### src/hdl/drg_pkg.sv
// shared constants, types and the sine table for the distance rolloff gain block
package drg_pkg;

   localparam int MAX_POINTS = 16;
   localparam int IDX_W      = $clog2(MAX_POINTS);
   localparam int CNT_W      = 5;
   localparam int DIST_W     = 24;
   localparam int GAIN_W     = 16;
   localparam int POS_W      = 24;
   localparam int DIFF_W     = POS_W + 1;
   localparam int RAD_W      = 2 * DIFF_W;
   localparam int ROOT_W     = DIFF_W;
   localparam int NUM_W      = GAIN_W + DIST_W + 2;
   localparam int DEN_W      = DIST_W + 1;
   localparam int QUO_W      = GAIN_W + 1;
   localparam int CSR_IDX_W  = 2;
   localparam int CSR_DATA_W = 16;

   localparam logic [GAIN_W:0]   UNITY    = 17'd32768;
   localparam logic [DIST_W-1:0] DIST_MAX = '1;

   localparam logic [CSR_IDX_W-1:0] CSR_ROLLOFF_ON = 2'd0;
   localparam logic [CSR_IDX_W-1:0] CSR_VOLUME     = 2'd1;
   localparam logic [CSR_IDX_W-1:0] CSR_BLEND      = 2'd2;
   localparam logic [CSR_IDX_W-1:0] CSR_POINTS     = 2'd3;

   localparam logic REQ_WRITE = 1'b0;
   localparam logic REQ_EVAL  = 1'b1;

   typedef enum logic [3:0] {
      ST_IDLE,
      ST_SQUARE,
      ST_ROOT_GO,
      ST_ROOT,
      ST_LOOK_FIRST,
      ST_LOOK_LAST,
      ST_SRCH_RD,
      ST_SRCH_CHK,
      ST_PREP,
      ST_PROD,
      ST_DIV_GO,
      ST_DIV,
      ST_MUL1,
      ST_MUL2,
      ST_DONE
   } state_type;

   typedef struct packed {
      logic start;
      logic done;
   } unit_ctl_type;

   localparam logic [15:0] SINE_TAB [33] = '{
      16'd0,     16'd1608,  16'd3212,  16'd4808,  16'd6393,  16'd7962,
      16'd9512,  16'd11039, 16'd12540, 16'd14010, 16'd15447, 16'd16846,
      16'd18205, 16'd19520, 16'd20788, 16'd22006, 16'd23170, 16'd24279,
      16'd25330, 16'd26320, 16'd27246, 16'd28106, 16'd28899, 16'd29622,
      16'd30274, 16'd30853, 16'd31357, 16'd31786, 16'd32138, 16'd32413,
      16'd32610, 16'd32729, 16'd32768
   };

   // sin(x/65536 * pi/2) in q1.15, linear between table points
   function automatic logic [GAIN_W-1:0] quarter_sine(input logic [16:0] x);
      logic [5:0]  idx;
      logic [5:0]  idx_nx;
      logic [10:0] frac;
      logic [15:0] a;
      logic [15:0] b;
      logic [26:0] prod;
      logic [15:0] res;
      idx    = x[16:11];
      idx_nx = idx + 6'd1;
      frac   = x[10:0];
      a      = SINE_TAB[idx[4:0]];
      b      = SINE_TAB[idx_nx];
      prod   = 27'(b - a) * 27'(frac) + 27'd1024;
      res    = a + 16'(prod >> 11);
      if (idx[5]) begin
         res = UNITY[15:0];
      end
      return res;
   endfunction

   function automatic logic [GAIN_W-1:0] sat_unity(input logic [GAIN_W:0] v);
      return (v > UNITY) ? UNITY[GAIN_W-1:0] : v[GAIN_W-1:0];
   endfunction

endpackage

### src/hdl/drg_sqrt.sv
// iterative integer square root, two radicand bits per cycle
module drg_sqrt (
   input  logic                        clock,
   input  logic                        reset,
   input  logic                        start,
   input  logic [drg_pkg::RAD_W-1:0]   radicand,
   output logic [drg_pkg::ROOT_W-1:0]  root,
   output logic                        done
);
   import drg_pkg::*;

   localparam int REM_W = ROOT_W + 3;

   logic              busy_ff;
   logic [CNT_W-1:0]  cnt_ff;
   logic [RAD_W-1:0]  rad_ff;
   logic [REM_W-1:0]  rem_ff;
   logic [ROOT_W-1:0] root_ff;
   logic              done_ff;

   logic [REM_W-1:0]  rem_in;
   logic [REM_W-1:0]  trial;
   logic [ROOT_W-1:0] root_in;

   always_comb begin
      rem_in  = {rem_ff[REM_W-3:0], rad_ff[RAD_W-1 -: 2]};
      trial   = REM_W'({root_ff, 2'b01});
      root_in = {root_ff[ROOT_W-2:0], 1'b0};
      if (rem_in >= trial) begin
         rem_in  = rem_in - trial;
         root_in = {root_ff[ROOT_W-2:0], 1'b1};
      end
   end

   always_ff @(posedge clock) begin
      if (reset) begin
         busy_ff <= 1'b0;
         done_ff <= 1'b0;
         cnt_ff  <= '0;
      end else begin
         done_ff <= 1'b0;
         if (start) begin
            busy_ff <= 1'b1;
            cnt_ff  <= CNT_W'(ROOT_W - 1);
         end else if (busy_ff) begin
            cnt_ff <= cnt_ff - 1'b1;
            if (cnt_ff == '0) begin
               busy_ff <= 1'b0;
               done_ff <= 1'b1;
            end
         end
      end
   end

   always_ff @(posedge clock) begin
      if (start) begin
         rad_ff  <= radicand;
         rem_ff  <= '0;
         root_ff <= '0;
      end else if (busy_ff) begin
         rad_ff  <= {rad_ff[RAD_W-3:0], 2'b00};
         rem_ff  <= rem_in;
         root_ff <= root_in;
      end
   end

   assign root = root_ff;
   assign done = done_ff;

endmodule

### config.mk
export PLATFORM = sky130hd
export DESIGN_NAME = drg_sqrt
export DESIGN_NICKNAME = d
export VERILOG_FILES = /design/src/hdl/drg_pkg.sv /design/src/hdl/drg_sqrt.sv
export SDC_FILE = /design/constraint.sdc
export NUM_CORES = 1
export LEC_CHECK = 0
export ABC_CLOCK_PERIOD_IN_PS = 7150
export BUFFER_PORTS_ARGS = -buffer_cell sky130_fd_sc_hd__buf_2
export CAP_MARGIN = 5
export CORE_UTILIZATION = 60
export CTS_CLUSTER_SIZE = 10
export DETAILED_ROUTE_END_ITERATION = 12
export PLACE_DENSITY = 0.82
export SLEW_MARGIN = 25
export SYNTH_ARGS = -nofsm -noshare
export SYNTH_HDL_FRONTEND = slang
export SYNTH_SLANG_ARGS = --single-unit
### constraint.sdc
create_clock -name clock -period 7.15 [get_ports clock]
set_input_delay 0.715 -clock clock [delete_from_list [all_inputs] [get_ports clock]]
set_output_delay 0.715 -clock clock [all_outputs]
set_load 0.02 [all_outputs]
==> reports/metrics.cfg, run 1 <==
[detailed_routing]
detail-route-antenna-nets=0
viasPerCell=5.912
drt-total-wl_um=12910
drtIter0Drc=367
wire_per_inst_um=16.07
drc=0
first_pass_iters=5
vias=4747

[global_routing]
grt_pass1_vias=4611
grt-ovfl-total=0
grt.total_usage_pct=24.25
grt_pass1_wl_um=21320
grt_busiest_layer=met2
grt_max_degree=91
grt_use_met1_pct=30.73
grt_use_met2_pct=40.90
met3_usage_pct=3.947
grt_antenna_before_repair=0

[job]
cap_violations=0

[timing]
fin_crit_ps=2978
final-hold-violation-count=0
tightest_slew_ps=1002
clock_skew_ps=10.19
slew-limit-headroom_pct=33.23
setup_violations=0
grt_setup_unrepaired=no
setup_slack_ps=4172
drv_slew=0
fin_tns_setup_ps=0
period_share_pct=41.65
clock.fmax_ghz=0.3358

[power]
leakagePower_nw=2.680
p_per_area_nw_per_um2=288.2
vdd_drop_max_mv=0.1641

[final_layout]
utilization_pct=67.83
final_cell_mix=buf_2 (77), nor2_1 (59), dfxtp_1 (57)
layout_commonest_cell=buf_2
fin_nets=747
area_growth_pct=7.612
diodes=0
drive_gt1_share_pct=23.58
fin_area_sq_um=6721

[clock_tree]
clk_latency_ps=390
cts_tree=built
cts_buffer_depth=2
cts_resized=0
cts_hold_buf=0
cts.htree.levels=3
root_buffer=clkbuf_8
postCtsSetupBuffers=0
cts_buffers=9
clk_pin_slew_ps=110
cts_num_sinks=108

[placement]
dp_hpwl_um=8888
globalplace.congestion=0.8952
port-buffer-count=78
placed_area_sq_um=6521
preCtsSetupSlack_ps=4242

[critical_path]
worst_ep_required_time_ps=7440
critical_path_arrival_ps=3260
critPathMaxFanout=27
critPathSlowestCell=nor2_4
crit_path_cell_trace=inv_1 > ha_1 > a21oi_1 > o21ai_1 > a221oi_1 > o21ai_2 > nor2_4 > nor2_1 > nor4b_1
setup.worst_path.end_class=flip-flop
cpPeakStageDelay_ps=550
critPathKind=flip-flop to flip-flop
regToRegSetupSlack_ps=4170
cp-start-kind=flip-flop

[status]
outcome=complete, no violations

[floorplanning]
rows=36
die_w_um=104.0
dieHeight_um=104.0
ios=79
initial_core_util_pct=63.03
dieArea_sq_um=10820
core_sq_um=9910

[logic_synthesis]
synth_ff_type=dfxtp_1
synth_fp_nets=712
netlist_instances=630
synth.yosys.seq_area_share_pct=42.63
ys_async_sr_fraction_pct=0
synth.largest_area_cell=edfxtp_1
syn-cell-area_sq_um=6246
yosysWarnings=0
synth-seq-cells=108
syn_avg_cell_area_sq_um=9.914
synth-edff-count=50
yosys-top-cells-area=edfxtp_1 (24%), dfxtp_1 (19%), mux2_2 (8.7%)
ys_types=63
synth_top_area_share_pct=24.04

[worst_hold_path]
hold_path_class=flip-flop to flip-flop

-- layer usage --
| layer | share of wire [%] | up-vias |
|---|---|---|
| met5 | 0 | - |
| met4 | 2.4 | 0 |
| met3 | 4.7 | 30 |
| met2 | 49 | 124 |
| met1 | 44 | 2246 |
| li1 | - | 2347 |
-- power by group --
part	internal (W)	leakage [nW]	switching [W]
Sequential	0.000716	0.977	0.0000497
Combinational	0.000324	1.60	0.000471
Clock	0.000146	0.102	0.000232
-- critical path: cells and delay by family, from the launching register on --
kind / cells / cell delay (ps)
buffers and inverters: 1 / 60
and+or+nand+nor: 3 / 990
DFF: 1 / 380
AOI/OAI and AO/OA: 4 / 1000
adders and majority gates: 1 / 410
-- through the flow --
step / hold WS (ps) / cells / total power [W]
after floorplan: 463.0 / 630 / 0.001386
after global placement: 478.2 / 786 / 0.001524
after detailed placement: 489.8 / 787 / 0.001554
after CTS: 505.9 / 803 / 0.001930
after global routing: 528.3 / 803 / 0.002052
final: 504.3 / 803 / 0.001937
-- area by class of cell --
class                   instances  area, sq um
well taps                     133        166.4
fillers                       782         3188
multi-input cells             429         3129
clock buffers                  10        137.6
inverters                      37        138.9
flip-flops and latches        108         2666
clock inverters                 6        62.56
repair buffers                 80        420.4
-- cell families (layout without fill, tap and decap cells) --
family | after synthesis | count (layout) | share of synthesized area (%)
xor+xnor | 14 | 14 | 1.963
mux | 73 | 73 | 12.66
buf+inv | 93 | 133 | 7.272
fa+ha+maj | 29 | 29 | 5.809
simple gates | 177 | 177 | 14.04
compound gates | 136 | 136 | 15.63
flops | 108 | 108 | 42.63
-- synth_stat cells (7+ instances only) --
cell type,instances
or3_1,10
buf_4,26
inv_1,36
ha_1,29
a21o_1,10
mux2i_1,25
nand2_1,36
mux2_2,48
edfxtp_1,50
buf_1,7
xnor2_1,10
o21ai_0,20
clkbuf_1,17
nand3_1,19
a21oi_1,27
dfxtp_1,58
nor2_1,59
and3_1,7
a31oi_1,8
nor3_1,7
a311oi_1,14
-- flip-flops by register name, summed over array words and instances, names as in the netlist --
name     flops
rad_ff      50
rem_ff      26
root        25
cnt_ff       5
busy_ff      1
done         1
-- path summary, 6_finish.rpt --
| kind | startpoint | end | depth (start not counted) |
|---|---|---|---|
| worst max-delay path | root[17] | rem_ff[25] | 9 |
| worst min-delay path | rem_ff[0] | rem_ff[0] | 2 |
| worst max register to register | root[17] | rem_ff[25] | 9 |
| worst min register to register | rem_ff[0] | rem_ff[0] | 2 |
Power figures use the tool's default switching activity.
==> run 2, diff against run 1 <==
Settings changed: ABC_CLOCK_PERIOD_IN_PS 7150 to 3050, CORE_UTILIZATION 60 to 59, PLACE_DENSITY 0.82 to 0.81.
Clock period 7.15 ns to 3.05 ns, I/O delays scaled along.
==> run 2 against run 1 <==
Against the previous run:
- clock power rose to 2.6 times the previous value
- global-route usage up 0.35 points
- worst hold slack worse by 340 ps
- non-clock buffer count up 7
- core utilization down 1.5 points
- register-to-register slack worse by 4000 ps
- routed wire length about the same
- sequential power up 130%
- critical endpoint is now rem_ff[21]
- largest power group unchanged
- highest routed layer unchanged
==> reports/metrics.cfg, run 2 (same netlist as run 1, synthesis figures left out) <==
[clock_tree]
cts_hold_buf=0
cts_resized=0
root_buffer=clkbuf_8
cts_buffers=9
cts_tree=built
clk_latency_ps=400
postCtsSetupBuffers=0
cts_buffer_depth=2
clk_pin_slew_ps=100
cts_num_sinks=108
cts.htree.levels=3

[critical_path]
cpPeakStageDelay_ps=470
critPathKind=flip-flop to flip-flop
critPathSlowestCell=a311oi_2
crit_family=simple AND/OR/NAND/NOR gates
cp-start-kind=flip-flop
crit_path_cell_trace=inv_1 > ha_1 > and4_1 > and2_1 > a311oi_2 > a21bo_2 > nand2_2 > nand3b_1 > o221ai_1
setup.worst_path.end_class=flip-flop
critPathMaxFanout=19
worst_ep_required_time_ps=3300
cp.buffers_inverters=1
critical_path_arrival_ps=3110

[floorplanning]
rows=37
die_w_um=104.9
ios=79
dieHeight_um=104.9
core_sq_um=10280
initial_core_util_pct=60.77
dieArea_sq_um=11000

[timing]
clock_skew_ps=19.74
holdWs_ps=168.4
tightest_slew_ps=639.4
fin_crit_ps=2861
final-hold-violation-count=0
drv_slew=0
setup_violations=0
slew-limit-headroom_pct=57.37
grt_setup_unrepaired=yes
period_share_pct=93.81
clock.fmax_ghz=0.3495

[placement]
globalplace.congestion=0.8898
port-buffer-count=78
dpl.cell_count=797
dp_hpwl_um=9197

[power]
leakagePower_nw=2.721
p_per_area_nw_per_um2=687.5
vdd_drop_max_mv=0.4517

[detailed_routing]
detail-route-antenna-nets=0
drtIter0Drc=351
first_pass_iters=6
viasPerCell=5.866
drc=0
vias=4769
wire_per_inst_um=15.88
drt-total-wl_um=12910

[final_layout]
layout_commonest_cell=buf_2
fin_nets=754
largest-register=rad_ff
final_cell_mix=buf_2 (77), nor2_1 (59), dfxtp_1 (57)
stdcell_count=813
diodes=0
drive_gt1_share_pct=24.67
area_growth_pct=9.115
largest_register_ffs=50

[global_routing]
grt-ovfl-total=0
grt.total_usage_pct=24.60
grt_max_degree=113
grt_pass1_wl_um=21520
grt_antenna_before_repair=0
grt_pass1_vias=4637

[job]
cap_violations=0

[status]
outcome=complete, no violations

[worst_hold_path]
hold_path_class=primary input to flip-flop

==> run 2: final timing paths <==
| kind | from | to | slack (ps) | cells after the start |
|---|---|---|---|---|
| setup / recovery | root[11] | rem_ff[21] | 190 | 9 |
| hold / removal | reset | cnt_ff[4] | 170 | 2 |
| setup reg to reg | root[11] | rem_ff[21] | 190 | 9 |
| hold reg to reg | rem_ff[21] | rem_ff[23] | 510 | 2 |
==> run 2: stage by stage <==
step	TNS (ps)	setup slack [ps]	instance area [sq um]	utilization, %	power (W)
2_1_floorplan	0	650.6	6246	-	0.003250
3_3_place_gp	0	283.2	6578	64.00	0.003643
3_5_place_dp	0	240.8	6578	64.00	0.003688
4_1_cts	0	196.1	6799	66.16	0.004679
5_1_grt	-19.05	-19.05	6815	66.31	0.004971
6_report	0	188.8	6815	66.31	0.004686
==> run 2: worst reg2reg max path, delay by kind of cell, from the launching register on <==
kind	cells	cell delay, ps
buffers and inverters	1	60
adders and majority gates	1	380
and+or+nand+nor	4	1000
AOI/OAI and AO/OA	3	870
DFF	1	400
==> run 2: cell type report <==
| class | instances | area (sq um) |
|---|---|---|
| clock buffer | 10 | 127.6 |
| clock inverter | 6 | 93.84 |
| fill | 852 | 3462 |
| inverter | 37 | 138.9 |
| multi-input combinational | 429 | 3146 |
| sequential | 108 | 2666 |
| tap | 136 | 170.2 |
| timing repair buffer | 87 | 473.0 |
==> run 2: power breakdown <==
group / leakage (nW) / switching [W] / internal, W / total [W]
combinational: 1.64 / 0.00113 / 0.000809 / 0.00194
clock: 0.108 / 0.000501 / 0.000471 / 0.000972
sequential: 0.977 / 0.000101 / 0.00168 / 0.00178
==> run 2: layer usage <==
metal | track usage (%) | routed length [um] | vias to the layer above
met1 | 30.73 | 5670 | 2265
met2 | 41.44 | 6382 | 127
met4 | 9.457 | 274 | 0
met5 | 0 | 0 | -
met3 | 5.490 | 587 | 24
li1 | - | - | 2353
