### src/hdl/drg_pkg.sv
// shared constants, types and the sine table for the distance rolloff gain block
package drg_pkg;

   localparam int MAX_POINTS = 16;
   localparam int IDX_W      = $clog2(MAX_POINTS);
   localparam int CNT_W      = 5;
   localparam int DIST_W     = 24;
   localparam int GAIN_W     = 16;
   localparam int POS_W      = 24;
   localparam int DIFF_W     = POS_W + 1;
   localparam int RAD_W      = 2 * DIFF_W;
   localparam int ROOT_W     = DIFF_W;
   localparam int NUM_W      = GAIN_W + DIST_W + 2;
   localparam int DEN_W      = DIST_W + 1;
   localparam int QUO_W      = GAIN_W + 1;
   localparam int CSR_IDX_W  = 2;
   localparam int CSR_DATA_W = 16;

   localparam logic [GAIN_W:0]   UNITY    = 17'd32768;
   localparam logic [DIST_W-1:0] DIST_MAX = '1;

   localparam logic [CSR_IDX_W-1:0] CSR_ROLLOFF_ON = 2'd0;
   localparam logic [CSR_IDX_W-1:0] CSR_VOLUME     = 2'd1;
   localparam logic [CSR_IDX_W-1:0] CSR_BLEND      = 2'd2;
   localparam logic [CSR_IDX_W-1:0] CSR_POINTS     = 2'd3;

   localparam logic REQ_WRITE = 1'b0;
   localparam logic REQ_EVAL  = 1'b1;

   typedef enum logic [3:0] {
      ST_IDLE,
      ST_SQUARE,
      ST_ROOT_GO,
      ST_ROOT,
      ST_LOOK_FIRST,
      ST_LOOK_LAST,
      ST_SRCH_RD,
      ST_SRCH_CHK,
      ST_PREP,
      ST_PROD,
      ST_DIV_GO,
      ST_DIV,
      ST_MUL1,
      ST_MUL2,
      ST_DONE
   } state_type;

   typedef struct packed {
      logic start;
      logic done;
   } unit_ctl_type;

   localparam logic [15:0] SINE_TAB [33] = '{
      16'd0,     16'd1608,  16'd3212,  16'd4808,  16'd6393,  16'd7962,
      16'd9512,  16'd11039, 16'd12540, 16'd14010, 16'd15447, 16'd16846,
      16'd18205, 16'd19520, 16'd20788, 16'd22006, 16'd23170, 16'd24279,
      16'd25330, 16'd26320, 16'd27246, 16'd28106, 16'd28899, 16'd29622,
      16'd30274, 16'd30853, 16'd31357, 16'd31786, 16'd32138, 16'd32413,
      16'd32610, 16'd32729, 16'd32768
   };

   // sin(x/65536 * pi/2) in q1.15, linear between table points
   function automatic logic [GAIN_W-1:0] quarter_sine(input logic [16:0] x);
      logic [5:0]  idx;
      logic [5:0]  idx_nx;
      logic [10:0] frac;
      logic [15:0] a;
      logic [15:0] b;
      logic [26:0] prod;
      logic [15:0] res;
      idx    = x[16:11];
      idx_nx = idx + 6'd1;
      frac   = x[10:0];
      a      = SINE_TAB[idx[4:0]];
      b      = SINE_TAB[idx_nx];
      prod   = 27'(b - a) * 27'(frac) + 27'd1024;
      res    = a + 16'(prod >> 11);
      if (idx[5]) begin
         res = UNITY[15:0];
      end
      return res;
   endfunction

   function automatic logic [GAIN_W-1:0] sat_unity(input logic [GAIN_W:0] v);
      return (v > UNITY) ? UNITY[GAIN_W-1:0] : v[GAIN_W-1:0];
   endfunction

endpackage

### src/hdl/drg_div.sv
// restoring divider, one quotient bit per cycle
module drg_div (
   input  logic                       clock,
   input  logic                       reset,
   input  logic                       start,
   input  logic [drg_pkg::NUM_W-1:0]  numer,
   input  logic [drg_pkg::DEN_W-1:0]  denom,
   output logic [drg_pkg::QUO_W-1:0]  quot,
   output logic                       done
);
   import drg_pkg::*;

   logic              busy_ff;
   logic              done_ff;
   logic [CNT_W-1:0]  cnt_ff;
   logic [DEN_W-1:0]  rem_ff;
   logic [QUO_W-1:0]  low_ff;
   logic [QUO_W-1:0]  quot_ff;
   logic [DEN_W-1:0]  den_ff;

   logic [DEN_W:0]    shifted;
   logic              take;

   assign shifted = {rem_ff, low_ff[QUO_W-1]};
   assign take    = shifted >= {1'b0, den_ff};

   always_ff @(posedge clock) begin
      if (reset) begin
         busy_ff <= 1'b0;
         done_ff <= 1'b0;
         cnt_ff  <= '0;
      end else begin
         done_ff <= 1'b0;
         if (start) begin
            busy_ff <= 1'b1;
            cnt_ff  <= CNT_W'(QUO_W - 1);
         end else if (busy_ff) begin
            cnt_ff <= cnt_ff - 1'b1;
            if (cnt_ff == '0) begin
               busy_ff <= 1'b0;
               done_ff <= 1'b1;
            end
         end
      end
   end

   always_ff @(posedge clock) begin
      if (start) begin
         rem_ff  <= numer[NUM_W-1:QUO_W];
         low_ff  <= numer[QUO_W-1:0];
         den_ff  <= denom;
         quot_ff <= '0;
      end else if (busy_ff) begin
         rem_ff  <= take ? DEN_W'(shifted - {1'b0, den_ff}) : shifted[DEN_W-1:0];
         low_ff  <= {low_ff[QUO_W-2:0], 1'b0};
         quot_ff <= {quot_ff[QUO_W-2:0], take};
      end
   end

   assign quot = quot_ff;
   assign done = done_ff;

endmodule

### config.mk
export PLATFORM = sky130hd
export DESIGN_NAME = drg_div
export DESIGN_NICKNAME = d
export VERILOG_FILES = /design/src/hdl/drg_pkg.sv /design/src/hdl/drg_div.sv
export SDC_FILE = /design/constraint.sdc
export NUM_CORES = 1
export LEC_CHECK = 0
export BUFFER_PORTS_ARGS = -buffer_cell sky130_fd_sc_hd__buf_2
export CAP_MARGIN = 0
export CORE_ASPECT_RATIO = 1.2
export CORE_MARGIN = 4
export CORE_UTILIZATION = 42
export CTS_BUF_LIST = sky130_fd_sc_hd__clkbuf_4 sky130_fd_sc_hd__clkbuf_8 sky130_fd_sc_hd__clkbuf_16
export DETAILED_ROUTE_END_ITERATION = 10
export GPL_ROUTABILITY_DRIVEN = 0
export GPL_TIMING_DRIVEN = 0
export PLACE_DENSITY = 0.73
export SLEW_MARGIN = 20
export SYNTH_ARGS = -nofsm -noshare
export SYNTH_HDL_FRONTEND = slang
export SYNTH_SLANG_ARGS = --single-unit
### constraint.sdc
create_clock -name clock -period 5.25 [get_ports clock]
set_input_delay 0.2625 -clock clock [delete_from_list [all_inputs] [get_ports clock]]
set_output_delay 0.2625 -clock clock [all_outputs]
set_load 0.01 [all_outputs]
==> results of run 1 <==
==> power breakdown <==
group          switching [mW]  internal (mW)  leakage (nW)
combinational           0.497          0.391          1.49
sequential             0.0457          0.895         0.865
clock                   0.282          0.328         0.141
total                   0.824           1.61          2.49
==> registers in the layout (all words and copies together) (netlist names) <==
signal,count
done,1
busy_ff,1
rem_ff,25
cnt_ff,5
low_ff,17
quot,17
den_ff,25
==> per-stage QoR <==
| stage | cells | hold WS, ps |
|---|---|---|
| finish | 708 | 80.5 |
| global route | 708 | 76.2 |
| CTS | 708 | 72.9 |
| detailed placement | 692 | 441 |
| global placement | 692 | 441 |
| floorplan | 448 | 335 |
==> area by class of cell <==
class | count | area [um2]
fillers | 1101 | 5690
well taps | 157 | 196
multi-input cells | 302 | 2310
clock inverters | 6 | 40.0
inverters | 32 | 120
flip-flops and latches | 91 | 2490
clock buffers | 10 | 233
repair buffers | 87 | 435
plain buffers | 23 | 104
==> cell usage in the layout (no fill, tap or decap), drive strengths merged, types with 4 or more instances in the layout <==
| cell | count |
|---|---|
| a221o | 10 |
| nor3 | 10 |
| dfxtp | 24 |
| clkbuf | 23 |
| nor2 | 30 |
| a21o | 6 |
| nand4 | 6 |
| nand3b | 8 |
| edfxtp | 67 |
| mux2i | 21 |
| a21oi | 22 |
| buf | 97 |
| ha | 27 |
| nor2b | 8 |
| mux2 | 20 |
| o21a | 4 |
| and3b | 6 |
| nand2 | 26 |
| o21ai | 16 |
| xor2 | 11 |
| inv | 35 |
| o311ai | 8 |
| xnor2 | 14 |
| a31oi | 5 |
==> logic make-up after synthesis <==
logic type,Yosys count
simple gates,116
flops,91
buf+inv,55
xor+xnor,25
mux,41
compound gates,92
fa+ha+maj,28
==> routing by layer <==
layer | vias to the layer above | GRT usage (%) | part of all wire (%) | wire (um)
met1 | 1808 | 20.9 | 41 | 4870
met2 | 133 | 30.9 | 49 | 5890
li1 | 1859 | - | - | -
met4 | 0 | 8.32 | 2.9 | 346
met5 | - | 0 | 0 | 0
met3 | 28 | 5.09 | 7.1 | 853
==> path summary, 6_finish.rpt <==
| check | to | slack, ps |
|---|---|---|
| setup reg to reg | rem_ff[20]$_DFFE_PP_ | 2150 |
| hold / removal | den_ff[24]$_DFFE_PP_ | 80 |
| setup / recovery | rem_ff[20]$_DFFE_PP_ | 2150 |
| hold reg to reg | cnt_ff[1]$_SDFFE_PP0P_ | 510 |
==> worst max-delay path, stage by stage, from the launching register on <==
cell,delay (ps)
edfxtp_1,370
inv_1,80
ha_1,160
inv_1,50
fa_1,400
a21oi_1,250
o211a_1,190
nor3_1,70
or3b_2,480
a21oi_1,340
o21ai_0,160
xnor2_1,150
o31ai_1,210
==> impl_metrics.py, run 1 <==
metrics = {
    "route": {
        "routed_wirelength_mm": 12.0,
        "post_drt_via_cell_ratio": 5.41,
        "initialDrtViolationCount": 188,
        "dr_total_vias": 3828,
        "routed_length_per_placed_instance_um": 16.9,
        "drc": 0,
        "drt-pass1-iter-count": 5,
        "number_of_antenna_violating_nets_in_the_routed_design": 0,
    },
    "clock_tree": {
        "total_setup_buffers_inserted_after_cts": 0,
        "clk_pin_slew_worst_paths_ps": 70,
        "clock_sinks": 91,
        "clock_tree.root_cell": "clkbuf_16",
        "ctsHoldBuffers": 0,
        "post_cts.resized_instances": 0,
        "ctsHtreeMaxLevel": 3,
        "tritoncts": "built",
        "clk_path_buf_depth": 2,
        "clock_insertion_delay_worst_skew_ps": 350,
        "cts_buffers": 9,
    },
    "sta": {
        "rsz0062_at_grt": "false",
        "report.final.setup_viol": 0,
        "timing_worst_slew_pin_value_ps": 784,
        "final.min_clock_period_ps": 3100,
        "worst_slack_ps": 2150,
        "fin_crit_sh_pct": 59.0,
        "hold_viol_final": 0,
        "setup_tns_ps": 0,
        "relSlewSlack_pct": 47.7,
        "fmaxAchievable_mhz": 323,
        "final-max-slew-violation-count": 0,
        "clock-skew-final_ps": 11.0,
    },
    "pwr": {
        "peakVddDrop_v": 0.000188,
        "pwr_density_cell_nw_per_um2": 411,
        "fin_total_pwr_mw": 2.44,
        "total_leakage_power_nw": 2.49,
    },
    "worst_setup_path": {
        "crit-reg2reg-launch": "low_ff[16]$_DFFE_PP_",
        "critical_path_peak_fanout": 4,
        "arrival_ps": 3270,
        "worst_r2r_path_depth": 12,
        "critPathLaunchType": "register",
        "critPathCaptureType": "register",
        "worstSetupPathType": "register to register",
        "critPathRequiredTime_ps": 5430,
        "crit_start": "low_ff[16]$_DFFE_PP_",
    },
    "min_path": {
        "hold-path-cell-count": 1,
        "min-delay-path-class": "input pin to register",
        "hold_path_startpoint": "denom[24]",
    },
    "yosys": {
        "synthTopCellsByArea": "edfxtp_1, dfxtp_1, ha_1, mux2_2, mux2i_1",
        "post_synth_num_cell_types": 57,
        "postSynthAreaPerCell_um2": 11.2,
        "synth_simple_gate_area_share_pct": 12.2,
        "async_reset_ff_share_pct": 0,
        "synth_top_family_by_area": "compound AO/OA/AOI/OAI gates",
        "synth_area_in_adders_pct": 7.13,
        "top_area_cell_type_share_of_the_netlist_area_pct": 40.1,
        "ys_ff_latch": 91,
        "synth.net_count": 546,
        "postSynthCellCount": 448,
        "syn_area_um2": 5020,
        "synth-compound-area-share_pct": 13.6,
        "synth_ff_type": "edfxtp_1",
        "synth-xor-area-share_pct": 4.36,
        "synth_sequential_area_ratio_pct": 49.7,
        "synth-edff-count": 67,
        "synth_top_cells_by_count": "edfxtp_1, inv_1, nor2_1, ha_1, nand2_1",
        "post_synth_mux_area_share_pct": 8.67,
        "synth_largest_area_cell": "edfxtp_1",
        "synth.most_common_cell": "edfxtp_1",
        "ys_warn_count": 0,
    },
    "finish": {
        "layout-drive-gt1-share_pct": 25.0,
        "area_growth_syn_to_layout_pct": 18.1,
        "final_antenna_diode_count": 0,
        "final_core_utilization_pct": 51.0,
        "fin_area_um2": 5930,
        "finalNetCount": 644,
    },
    "run_status": {
        "run_status": "finished, final reports clean",
    },
    "placement": {
        "post-dp-hpwl_mm": 8.66,
        "place_area_um2": 5650,
        "portBuffers": 87,
        "placement.setup.worst_slack_ps": 2000,
    },
    "global_route": {
        "grt_use_total_pct": 18.1,
        "gr-total-overflow": 0,
        "antenna_found_initial": 0,
        "grt_first_pass_wirelength_mm": 19.3,
        "pin_count_of_the_biggest_net_entering_global_routing": 43,
        "via_count_of_the_first_global_routing_pass": 3944,
    },
    "run": {
        "drv.max_cap_violation_count": 0,
    },
    "floorplanning": {
        "core_um2": 11600,
        "floorplan.die_area_um2": 13800,
        "std_cell_rows": 43,
        "initial_core_util_pct": 43.2,
        "floorplan.die.width_um": 108,
        "die_y_um": 128,
        "boundaryPins": 88,
    },
}
(Power assumes the default switching activity.)
==> run 2: changes to the inputs <==
- PLACE_DENSITY: 0.73 -> 0.75
- clock period: 5.25 -> 2.7 ns (I/O delays scaled with it)
==> impl_metrics.py, run 2 (synthesized netlist as in run 1, its figures left out) <==
metrics = {
    "worst_setup_path": {
        "worst-r2r-setup-slack_ps": -150,
        "arrival_ps": 2960,
        "critical_path.cell_chain": "inv_2, ha_4, inv_2, fa_2, a21oi_2, o211a_1, nor3_4, nor2_2, nand3_2, a31oi_4, mux2_4, mux2_4",
        "critPathTopFamily": "compound AO/OA/AOI/OAI gates",
        "worst_r2r_path_depth": 12,
        "worstReg2RegEnd": "rem_ff[14]$_DFFE_PP_",
        "worstSetupPathType": "register to register",
        "timing.critical_path.slowest_cell_delay_ps": 380,
        "critical_path_peak_fanout": 6,
        "critical_path_buf_inv_count": 2,
        "crit-reg2reg-launch": "low_ff[16]$_DFFE_PP_",
        "critPathLaunchType": "register",
        "slowest_cell_on_crit_path": "edfxtp_1",
        "critPathCaptureType": "register",
        "critPathRequiredTime_ps": 2800,
    },
    "sta": {
        "timing_worst_slew_pin_value_ps": 776,
        "final.hold.worst_slack_ps": 36.9,
        "report.final.setup_viol": 25,
        "fmaxAchievable_mhz": 351,
        "relSlewSlack_pct": 48.3,
        "final.min_clock_period_ps": 2850,
        "setup_tns_ps": -2260,
        "hold_viol_final": 0,
        "rsz0062_at_grt": "true",
        "clock-skew-final_ps": 13.9,
        "fin_crit_sh_pct": 106,
        "final-max-slew-violation-count": 0,
        "worst_slack_ps": -152,
    },
    "finish": {
        "final_core_utilization_pct": 55.7,
        "finalNetCount": 675,
        "mostFrequentLayoutCells": "buf_2, edfxtp_1, inv_1, nor2_1",
        "seq_area_um2": 2490,
        "mostFrequentLayoutCell": "buf_2",
        "layout-drive-gt1-share_pct": 30.1,
        "final_antenna_diode_count": 0,
        "multi_input_logic_area_um2": 2480,
        "num-fill-cells": 1069,
        "reg.largest.list": "den_ff: 25 flops, rem_ff: 25 flops",
        "fin_area_um2": 6470,
        "area_growth_syn_to_layout_pct": 28.9,
        "final-instance-count-excl-fill": 739,
    },
    "clock_tree": {
        "clk_pin_slew_worst_paths_ps": 70,
        "clock_tree.root_cell": "clkbuf_16",
        "cts_buffers": 9,
        "clk_path_buf_depth": 2,
        "ctsHtreeMaxLevel": 3,
        "tritoncts": "built",
        "clock_insertion_delay_worst_skew_ps": 350,
        "clock_sinks": 91,
    },
    "pwr": {
        "seqPwrFrac_pct": 35.5,
        "pwr_density_cell_nw_per_um2": 801,
        "netSwitchingFraction_pct": 33.1,
        "peakVddDrop_v": 0.000414,
        "power.share.clock_pct": 25.1,
        "internal-power_mw": 3.47,
        "switchingPower_mw": 1.72,
        "comb_power_share_pct": 39.4,
        "total_leakage_power_nw": 2.68,
    },
    "route": {
        "routed_wirelength_mm": 12.5,
        "drt-pass1-iter-count": 4,
        "routed_length_per_placed_instance_um": 17.0,
        "dr_total_vias": 3947,
        "post_drt_via_cell_ratio": 5.34,
        "number_of_antenna_violating_nets_in_the_routed_design": 0,
        "drc": 0,
        "initialDrtViolationCount": 159,
    },
    "floorplanning": {
        "die_y_um": 128,
        "boundaryPins": 88,
        "initial_core_util_pct": 43.2,
        "std_cell_rows": 43,
        "floorplan.die.width_um": 108,
        "floorplan.die_area_um2": 13800,
        "core_um2": 11600,
    },
    "global_route": {
        "pin_count_of_the_biggest_net_entering_global_routing": 43,
        "grt_use_total_pct": 18.6,
        "via_count_of_the_first_global_routing_pass": 4116,
        "gr-total-overflow": 0,
        "antenna_found_initial": 0,
        "grt_first_pass_wirelength_mm": 20.0,
    },
    "min_path": {
        "min-delay-path-class": "input pin to register",
        "whs_endpoint": "busy_ff$_SDFF_PP0_",
        "hold_path_startpoint": "reset",
        "hold-path-cell-count": 2,
    },
    "placement": {
        "place_area_um2": 5690,
        "portBuffers": 87,
        "dp_cells": 692,
        "post-dp-hpwl_mm": 8.58,
    },
    "run_status": {
        "failed_checks": "setup timing",
        "run_status": "complete, but fails checks",
    },
    "run": {
        "drv.max_cap_violation_count": 0,
    },
}
[run 2: cell types whose count changed in the layout (fill, tap and decap cells not counted), sizes merged]
cell         change
dlygate4sd3     +25
buf             +10
clkinv           -3
clkbuf           -2
inv              +1
[run 2: through the flow]
stage               setup WS [ps]  power [mW]
floorplan                    12.9        3.17
CTS                         -85.8        5.16
detailed placement           -411        3.59
finish                       -152        5.18
global route                 -250        5.47
global placement             -333        3.53
[run 2: metal layers]
metal	GRT usage [%]	up-vias	routed length, um
met4	6.91	0	300
met2	31.2	125	6250
met5	0	-	0
li1	-	1917	-
met1	22.9	1877	5260
met3	5.04	28	720
[run 2: final cells by class]
| class | instances | share of cell area [%] |
|---|---|---|
| Clock buffer | 12 | 4.37 |
| Clock inverter | 4 | 0.503 |
| Tap cell | 157 | 3.03 |
| Multi-Input combinational cell | 302 | 38.3 |
| Buffer | 18 | 1.55 |
| Sequential cell | 91 | 38.5 |
| Timing Repair Buffer | 123 | 11.9 |
| Inverter | 32 | 1.86 |
[run 2: worst max-delay path by stage]
stage                         startpoint                    to  slack, ps  cells after the start
floorplan           rem_ff[16]$_DFFE_PP_  rem_ff[14]$_DFFE_PP_         10                      9
CTS                 low_ff[16]$_DFFE_PP_  rem_ff[14]$_DFFE_PP_        -90                     12
global route        low_ff[16]$_DFFE_PP_  rem_ff[15]$_DFFE_PP_       -250                     13
global placement                   start   rem_ff[8]$_DFFE_PP_       -330                      4
finish              low_ff[16]$_DFFE_PP_  rem_ff[14]$_DFFE_PP_       -150                     12
detailed placement                 start   rem_ff[9]$_DFFE_PP_       -410                      4
[run 2: what timing repair did]
action / CTS / global route
gates resized for setup: 34 / 0
cloned: 0 / 0
buffers inserted: 10 / 1
hold buffers: 25 / 0
pin swaps: 16 / 2
setup endpoints to repair: 68 / 26
endpoints found under the hold margin: 25 / 0
[run 2: power by group through the flow]
stage / clock network, mW / registers (mW) / logic, mW
4_1_cts: 1.33 / 1.84 / 1.99
3_3_place_gp: 0 / 1.85 / 1.68
2_1_floorplan: 0 / 1.83 / 1.34
3_5_place_dp: 0 / 1.86 / 1.73
6_report: 1.30 / 1.84 / 2.04
5_1_grt: 1.40 / 1.85 / 2.22
